[config.mk]
export PLATFORM = sky130hd
export DESIGN_NAME = phm_ctrl
export DESIGN_NICKNAME = d
export VERILOG_FILES = /design/src/hw/rtl/phm_pkg.sv /design/src/hw/rtl/phm_ctrl.sv
export VERILOG_INCLUDE_DIRS = /design/src /design/src/hw/rtl
export SDC_FILE = /design/constraint.sdc
export NUM_CORES = 1
export LEC_CHECK = 0
export BUFFER_PORTS_ARGS = -buffer_cell sky130_fd_sc_hd__clkbuf_2
export CAP_MARGIN = 20
export CORE_MARGIN = 10
export CORE_UTILIZATION = 55
export CTS_BUF_LIST = sky130_fd_sc_hd__clkbuf_4 sky130_fd_sc_hd__clkbuf_8
export DETAILED_ROUTE_END_ITERATION = 10
export PLACE_DENSITY_LB_ADDON = 0.05
export SLEW_MARGIN = 30
export SYNTH_ARGS = -nofsm -noshare
export SYNTH_HDL_FRONTEND = slang
export SYNTH_SLANG_ARGS = --single-unit
[constraint.sdc]
create_clock -name clk -period 12.4 [get_ports clk]
set_clock_uncertainty 0.05 [all_clocks]
set_input_delay 1.86 -clock clk [delete_from_list [all_inputs] [get_ports clk]]
set_output_delay 1.86 -clock clk [all_outputs]
set_load 0.02 [all_outputs]
[src/hw/rtl/pixel_hit_map_accumulator_top_assert.svh]
// Assertion macros used by phm_ctrl.
`ifndef PIXEL_HIT_MAP_ACCUMULATOR_TOP_ASSERT_SVH
`define PIXEL_HIT_MAP_ACCUMULATOR_TOP_ASSERT_SVH

`ifndef NO_ASSERTIONS
`define PHM_ASSERT(lbl, prop, msg) \
	lbl: assert property (@(posedge clk) disable iff (!arst_n) prop) else $error(msg);
`define PHM_ASSERT_ALWAYS(lbl, prop, msg) \
	lbl: assert property (@(posedge clk) prop) else $error(msg);
`else
`define PHM_ASSERT(lbl, prop, msg)
`define PHM_ASSERT_ALWAYS(lbl, prop, msg)
`endif

`endif

[src/hw/rtl/phm_pkg.sv]
`timescale 1ns / 1ps
`default_nettype none

package phm_pkg;

	localparam logic [1:0] REQ_HEADER = 2'd0;
	localparam logic [1:0] REQ_HIT    = 2'd1;
	localparam logic [1:0] REQ_EOE    = 2'd2;
	localparam logic [1:0] REQ_READ   = 2'd3;

	localparam logic KIND_EOE  = 1'b0;
	localparam logic KIND_CELL = 1'b1;

	typedef struct packed {
		logic [1:0] req_type;
		logic [3:0] chip_count;
		logic [2:0] chip_index;
		logic [7:0] hit_col;
		logic [7:0] hit_row;
	} phm_req_t;

	typedef struct packed {
		logic        result_kind;
		logic        event_error;
		logic [31:0] cell_count;
		logic [31:0] wrong_count_events;
		logic [31:0] bad_address_hits;
	} phm_rsp_t;

	typedef enum logic [1:0] {
		ST_CLEAR,
		ST_IDLE,
		ST_INC,
		ST_RD
	} phm_state_t;

endpackage

`default_nettype wire

[src/hw/rtl/phm_ctrl.sv]
`timescale 1ns / 1ps
`default_nettype none
`include "pixel_hit_map_accumulator_top_assert.svh"

module phm_ctrl
	import phm_pkg::*;
#(
	parameter int CHIPS   = 8,
	parameter int COLUMNS = 52,
	parameter int ROWS    = 80,
	parameter int DEPTH   = 33280,
	parameter int AW      = 16
) (
	input  wire logic          clk,
	input  wire logic          arst_n,
	input  wire logic          req_valid,
	output logic               req_stall,
	input  wire phm_req_t      req,
	output logic               rsp_valid,
	input  wire logic          rsp_stall,
	output phm_rsp_t           rsp,
	output logic               mem_we,
	output logic [AW-1:0]      mem_waddr,
	output logic [31:0]        mem_wdata,
	output logic               mem_re,
	output logic [AW-1:0]      mem_raddr,
	input  wire logic [31:0]   mem_rdata
);

	localparam int PLANE = COLUMNS * ROWS;

	phm_state_t  state_q, state_d;
	logic [AW-1:0] clr_q;
	logic        acc_q;
	logic        flag_q;
	logic [31:0] wcc_q;
	logic [31:0] bac_q;
	logic        rsp_valid_q;
	phm_rsp_t    rsp_q;
	logic [AW-1:0] addr_q;
	logic        rng_q;

	logic        accept;
	logic        in_range;
	logic        count_ok;
	logic [31:0] addr_w;

	assign accept    = req_valid && !req_stall;
	assign req_stall = (state_q != ST_IDLE) || (rsp_valid_q && rsp_stall);
	assign rsp_valid = rsp_valid_q;
	assign rsp       = rsp_q;

	assign in_range = ({29'd0, req.chip_index} < 32'(CHIPS))
		&& ({24'd0, req.hit_col} < 32'(COLUMNS))
		&& ({24'd0, req.hit_row} < 32'(ROWS));
	assign count_ok = ({28'd0, req.chip_count} == 32'(CHIPS));
	assign addr_w   = {29'd0, req.chip_index} * 32'(PLANE)
		+ {24'd0, req.hit_col} * 32'(ROWS) + {24'd0, req.hit_row};

	always_comb begin
		state_d = state_q;
		unique case (state_q)
			ST_CLEAR: begin
				if (clr_q == AW'(DEPTH - 1)) begin
					state_d = ST_IDLE;
				end
			end
			ST_IDLE: begin
				if (accept && req.req_type == REQ_HIT && acc_q && in_range) begin
					state_d = ST_INC;
				end else if (accept && req.req_type == REQ_READ) begin
					state_d = ST_RD;
				end
			end
			ST_INC: state_d = ST_IDLE;
			ST_RD:  state_d = ST_IDLE;
			default: state_d = ST_IDLE;
		endcase
	end

	always_comb begin
		mem_we    = 1'b0;
		mem_waddr = addr_q;
		mem_wdata = mem_rdata + 32'd1;
		mem_re    = 1'b0;
		mem_raddr = addr_w[AW-1:0];
		unique case (state_q)
			ST_CLEAR: begin
				mem_we    = 1'b1;
				mem_waddr = clr_q;
				mem_wdata = 32'd0;
			end
			ST_IDLE: mem_re = accept;
			ST_INC:  mem_we = 1'b1;
			ST_RD:   mem_re = 1'b0;
			default: mem_we = 1'b0;
		endcase
	end

	always_ff @(posedge clk or negedge arst_n) begin
		if (!arst_n) begin
			state_q     <= ST_CLEAR;
			clr_q       <= '0;
			acc_q       <= 1'b0;
			flag_q      <= 1'b0;
			wcc_q       <= 32'd0;
			bac_q       <= 32'd0;
			rsp_valid_q <= 1'b0;
		end else begin
			state_q <= state_d;
			if (state_q == ST_CLEAR) begin
				clr_q <= clr_q + AW'(1);
			end
			if (state_q == ST_RD || (accept && req.req_type == REQ_EOE)) begin
				rsp_valid_q <= 1'b1;
			end else if (!rsp_stall) begin
				rsp_valid_q <= 1'b0;
			end
			if (accept) begin
				unique case (req.req_type)
					REQ_HEADER: begin
						acc_q  <= count_ok;
						flag_q <= !count_ok;
						if (!count_ok) begin
							wcc_q <= wcc_q + 32'd1;
						end
					end
					REQ_HIT: begin
						if (acc_q && !in_range) begin
							bac_q  <= bac_q + 32'd1;
							flag_q <= 1'b1;
						end
					end
					REQ_EOE: begin
						acc_q  <= 1'b0;
						flag_q <= 1'b0;
					end
					REQ_READ: begin
						acc_q <= acc_q;
					end
					default: acc_q <= acc_q;
				endcase
			end
		end
	end

	always_ff @(posedge clk) begin
		if (accept) begin
			addr_q <= addr_w[AW-1:0];
			rng_q  <= in_range;
		end
		if (accept && req.req_type == REQ_EOE) begin
			rsp_q <= '{KIND_EOE, flag_q, 32'd0, wcc_q, bac_q};
		end else if (state_q == ST_RD) begin
			rsp_q <= '{KIND_CELL, 1'b0, (rng_q ? mem_rdata : 32'd0), wcc_q, bac_q};
		end
	end

	`PHM_ASSERT(a_clear_no_rsp, state_q == ST_CLEAR |-> !rsp_valid_q, "beat during clear")
	`PHM_ASSERT(a_inc_after_read, state_q == ST_INC |-> $past(mem_re), "increment without read")
	`PHM_ASSERT(a_rd_loads_rsp, state_q == ST_RD |=> rsp_valid_q, "read answer lost")
	`PHM_ASSERT_ALWAYS(a_clr_bound, state_q == ST_CLEAR |-> clr_q <= AW'(DEPTH - 1), "clear overrun")

endmodule

`default_nettype wire
==> impl_results.md <==
- Status: finished, final reports clean
- WL/cell: ~17 µm
- Hold buffers post-CTS: 0
- VDD IR max: about 69 µV
- I/O pin total: 227
- Max-cap violations: 0
- H-tree levels: 4
- Switch Pwr: approximately 0.00047 W
- Max Root-Sink Buffers: 2
- Power Internal: 0.00103 W
- GRT Util Overall: 0.193
- Power share of the combinational group: 0.204
- Netlist Area Pre-Place: roughly 10000 µm²
- Most area-consuming cells after synthesis: edfxtp_1 (25%), dfrtp_1 (22%), xnor2_1 (8.2%)
- Sequential area share after synthesis: 0.537
- Critical Path RT: 10.49 ns
- Num rows: 48
- RSZ-0062 raised after global routing: no
- Post-Place Cells: about 1300
- CTS resizes: 0
- Initial drt markers: 429
- First-pass GRT wire length: 37600 µm
- Yosys warnings: 0
- Core ar.: 17400 µm²
- Crit. End Element: primary output
- CTS tree: built
- DRC: 0
- Most common cell in the netlist: xnor2_1
- Setup-failing EPs final: 0
- Final non-filler cell total: ~1300
- CTS root buf: clkbuf_8
- Routed vias: ~7200
- Mapped Cells: roughly 880
- Largest net degree at the start of global routing: between 60 and 70
- Pre-Repair DR Iteration Count: 5
- Minimum clock period: 7.34 ns
- Worst relative slew slack: 0.375
- Pleak: about 4.9 nW
- Yosys top cell area share: 0.252
- Flop pwr share: 0.507
- Crit path max fanout: 3
- Max Slew Vio Count: 0
- Sink Count: 200
- Area leader, netlist: edfxtp_1
- Syn Area/Cell: ~11 µm²
- Setup TNS: 0 ns
- Num CTS Buffers: 17
- Routed wire length: ~23000 µm
- DR vias/cell: around 5.4
- Maximum operating frequency: 136 MHz
- Initial antenna violation count: 2
- Layout cells sized above 1: 0.273
- Worst-Margin Slew: between 0.9 and 1 ns
- Chip Height: ~150 µm
- EDFF count, synth: 82
- Pwr/cell area: about 130 nW/µm²
- WP data arrival: ~5.4 ns
- Sw Share: 0.313
- Hold Path Class: reg -> reg
- Total grt overflow: 0
- Syn nets: 983
- Synthesized flop and latch total: 200
- Syn-to-layout area delta: 17.7%
- Fin Hold WS: between 0.4 and 0.5 ns
- Clock power frac: 0.289
- Total design power: about 0.0015 W
- Most used DFF post-synth: dfrtp_1
- Vias in the first global route: ~7300
- Placed cell area: roughly 11000 µm²
- Initial Util: 0.563
- Port Buf Inserts: about 230
- DP HPWL: 17200 µm
- RePlAce Congestion: between 0.9 and 1
- Antenna-violating nets left: 0
- Final Cell Area: 11500 µm²
- Top cells by count, synth: xnor2_1 (92), dfrtp_1 (85), edfxtp_1 (82)
- Synth cell types: 50
- Final hold viol count: 0
- Fin nets: about 1200
- Chip width: approximately 150 µm
- Period utilisation layout: 0.592
- Clk_lat worst skew: ~0.45 ns
- Die Footprint: about 23000 µm²
- Setup CP Type: in -> out
- Kind of start point of the critical path: input pin
- Asr flop ratio synth: 0.425
- Post-CTS setup buffer count: 0
- Clock-pin slew on the worst setup and hold paths: about 0.1 ns
-- power groups by stage --
stage,registers (W),clock network (W),logic [W]
after floorplan,0.000802,0,0.000168
after global placement,0.000777,0,0.000306
after detailed placement,0.000776,0,0.000310
after CTS,0.000762,0.000447,0.000312
after global routing,0.000768,0.000472,0.000338
final,0.000762,0.000435,0.000307
-- flip-flops by register name, summed over array words and instances, names as in the netlist --
name,count
acc_q,1
addr_q,16
bac_q,32
clr_q,16
flag_q,1
rng_q,1
rsp,98
rsp_valid,1
state_q,2
wcc_q,32
-- critical path, stage by stage --
cell and delay, ns:
clkbuf_2 0.09, ha_1 0.29, ha_1 0.23, fa_1 0.41, a211oi_1 0.41, nor2_1 0.14
o21a_1 0.19, nor2_1 0.11, xnor2_1 0.13, ha_1 0.26, ha_1 0.32, o211ai_1 0.09
nor4_1 0.35, a21oi_1 0.15, xnor2_1 0.20, clkbuf_2 0.20
-- metal layers --
layer,track usage,vias up,share of wire
li1,-,3532,-
met1,0.239,3425,0.43
met2,0.301,260,0.46
met3,0.0783,29,0.10
met4,0.0609,2,0.017
met5,0,-,0.00056
-- metrics by stage --
| step | util | setup WS [ns] |
|---|---|---|
| after floorplan | - | 5.22 |
| after global placement | 0.637 | 5.11 |
| after detailed placement | 0.638 | 5.07 |
| after CTS | 0.662 | 5.06 |
| after global routing | 0.662 | 4.89 |
| final | 0.662 | 5.06 |
-- final timing paths --
kind                                         from                    end  slack, ns  depth (start not counted)
setup / recovery                           req[9]          mem_raddr[14]       5.06                         16
hold / removal               rsp[76]$_SDFFE_PP0P_   rsp[76]$_SDFFE_PP0P_       0.41                          2
setup reg to reg           state_q[0]$_DFFE_PN0P_      rsp[43]$_DFFE_PP_       9.09                          7
hold reg to reg              rsp[76]$_SDFFE_PP0P_   rsp[76]$_SDFFE_PP0P_       0.41                          2
max in group asynchronous                  arst_n   bac_q[1]$_DFFE_PN0P_       9.96                          2
min in group asynchronous                  arst_n  clr_q[13]$_DFFE_PN0P_       1.23                          1
-- layout by cell type, fill, tap and decap left out, types with 3 or more instances in the layout --
cell type / count
buf_4: 7
edfxtp_1: 82
nor2b_1: 65
xor2_1: 24
nor2_1: 50
a21o_1: 4
inv_8: 5
nand2b_1: 3
o21ai_0: 10
nand3_1: 72
inv_1: 14
nor3_1: 11
or3_1: 3
clkbuf_2: 225
clkbuf_8: 17
xnor2_1: 92
nor4_4: 4
dfxtp_1: 33
a211oi_1: 3
mux2_2: 20
dfrtp_1: 85
nand4_1: 33
and2_1: 6
nor4b_1: 3
nor4_1: 10
and3_1: 23
ha_1: 34
a21oi_1: 39
fa_1: 4
and4_1: 15
nand2_1: 72
-- area by class of cell --
type                            instances  area, µm²
Inverter                               15       56.3
Antenna cell                            1       2.50
Sequential cell                       200       5250
Multi-Input combinational cell        626       4290
Clock inverter                         14        179
Clock buffer                           18        241
Tap cell                              225        282
Fill cell                            1385       5860
Timing Repair Buffer                  233       1190
-- cell families after synthesis --
logic type / share of synthesized area
adder cells (fa/ha/maj): 0.0517
multiplexers: 0.0231
XOR/XNOR: 0.104
flip-flops: 0.537
buffers and inverters: 0.0250
AND/OR/NAND/NOR: 0.220
AO/OA/AOI/OAI: 0.0392
(Power assumes the default switching activity.)
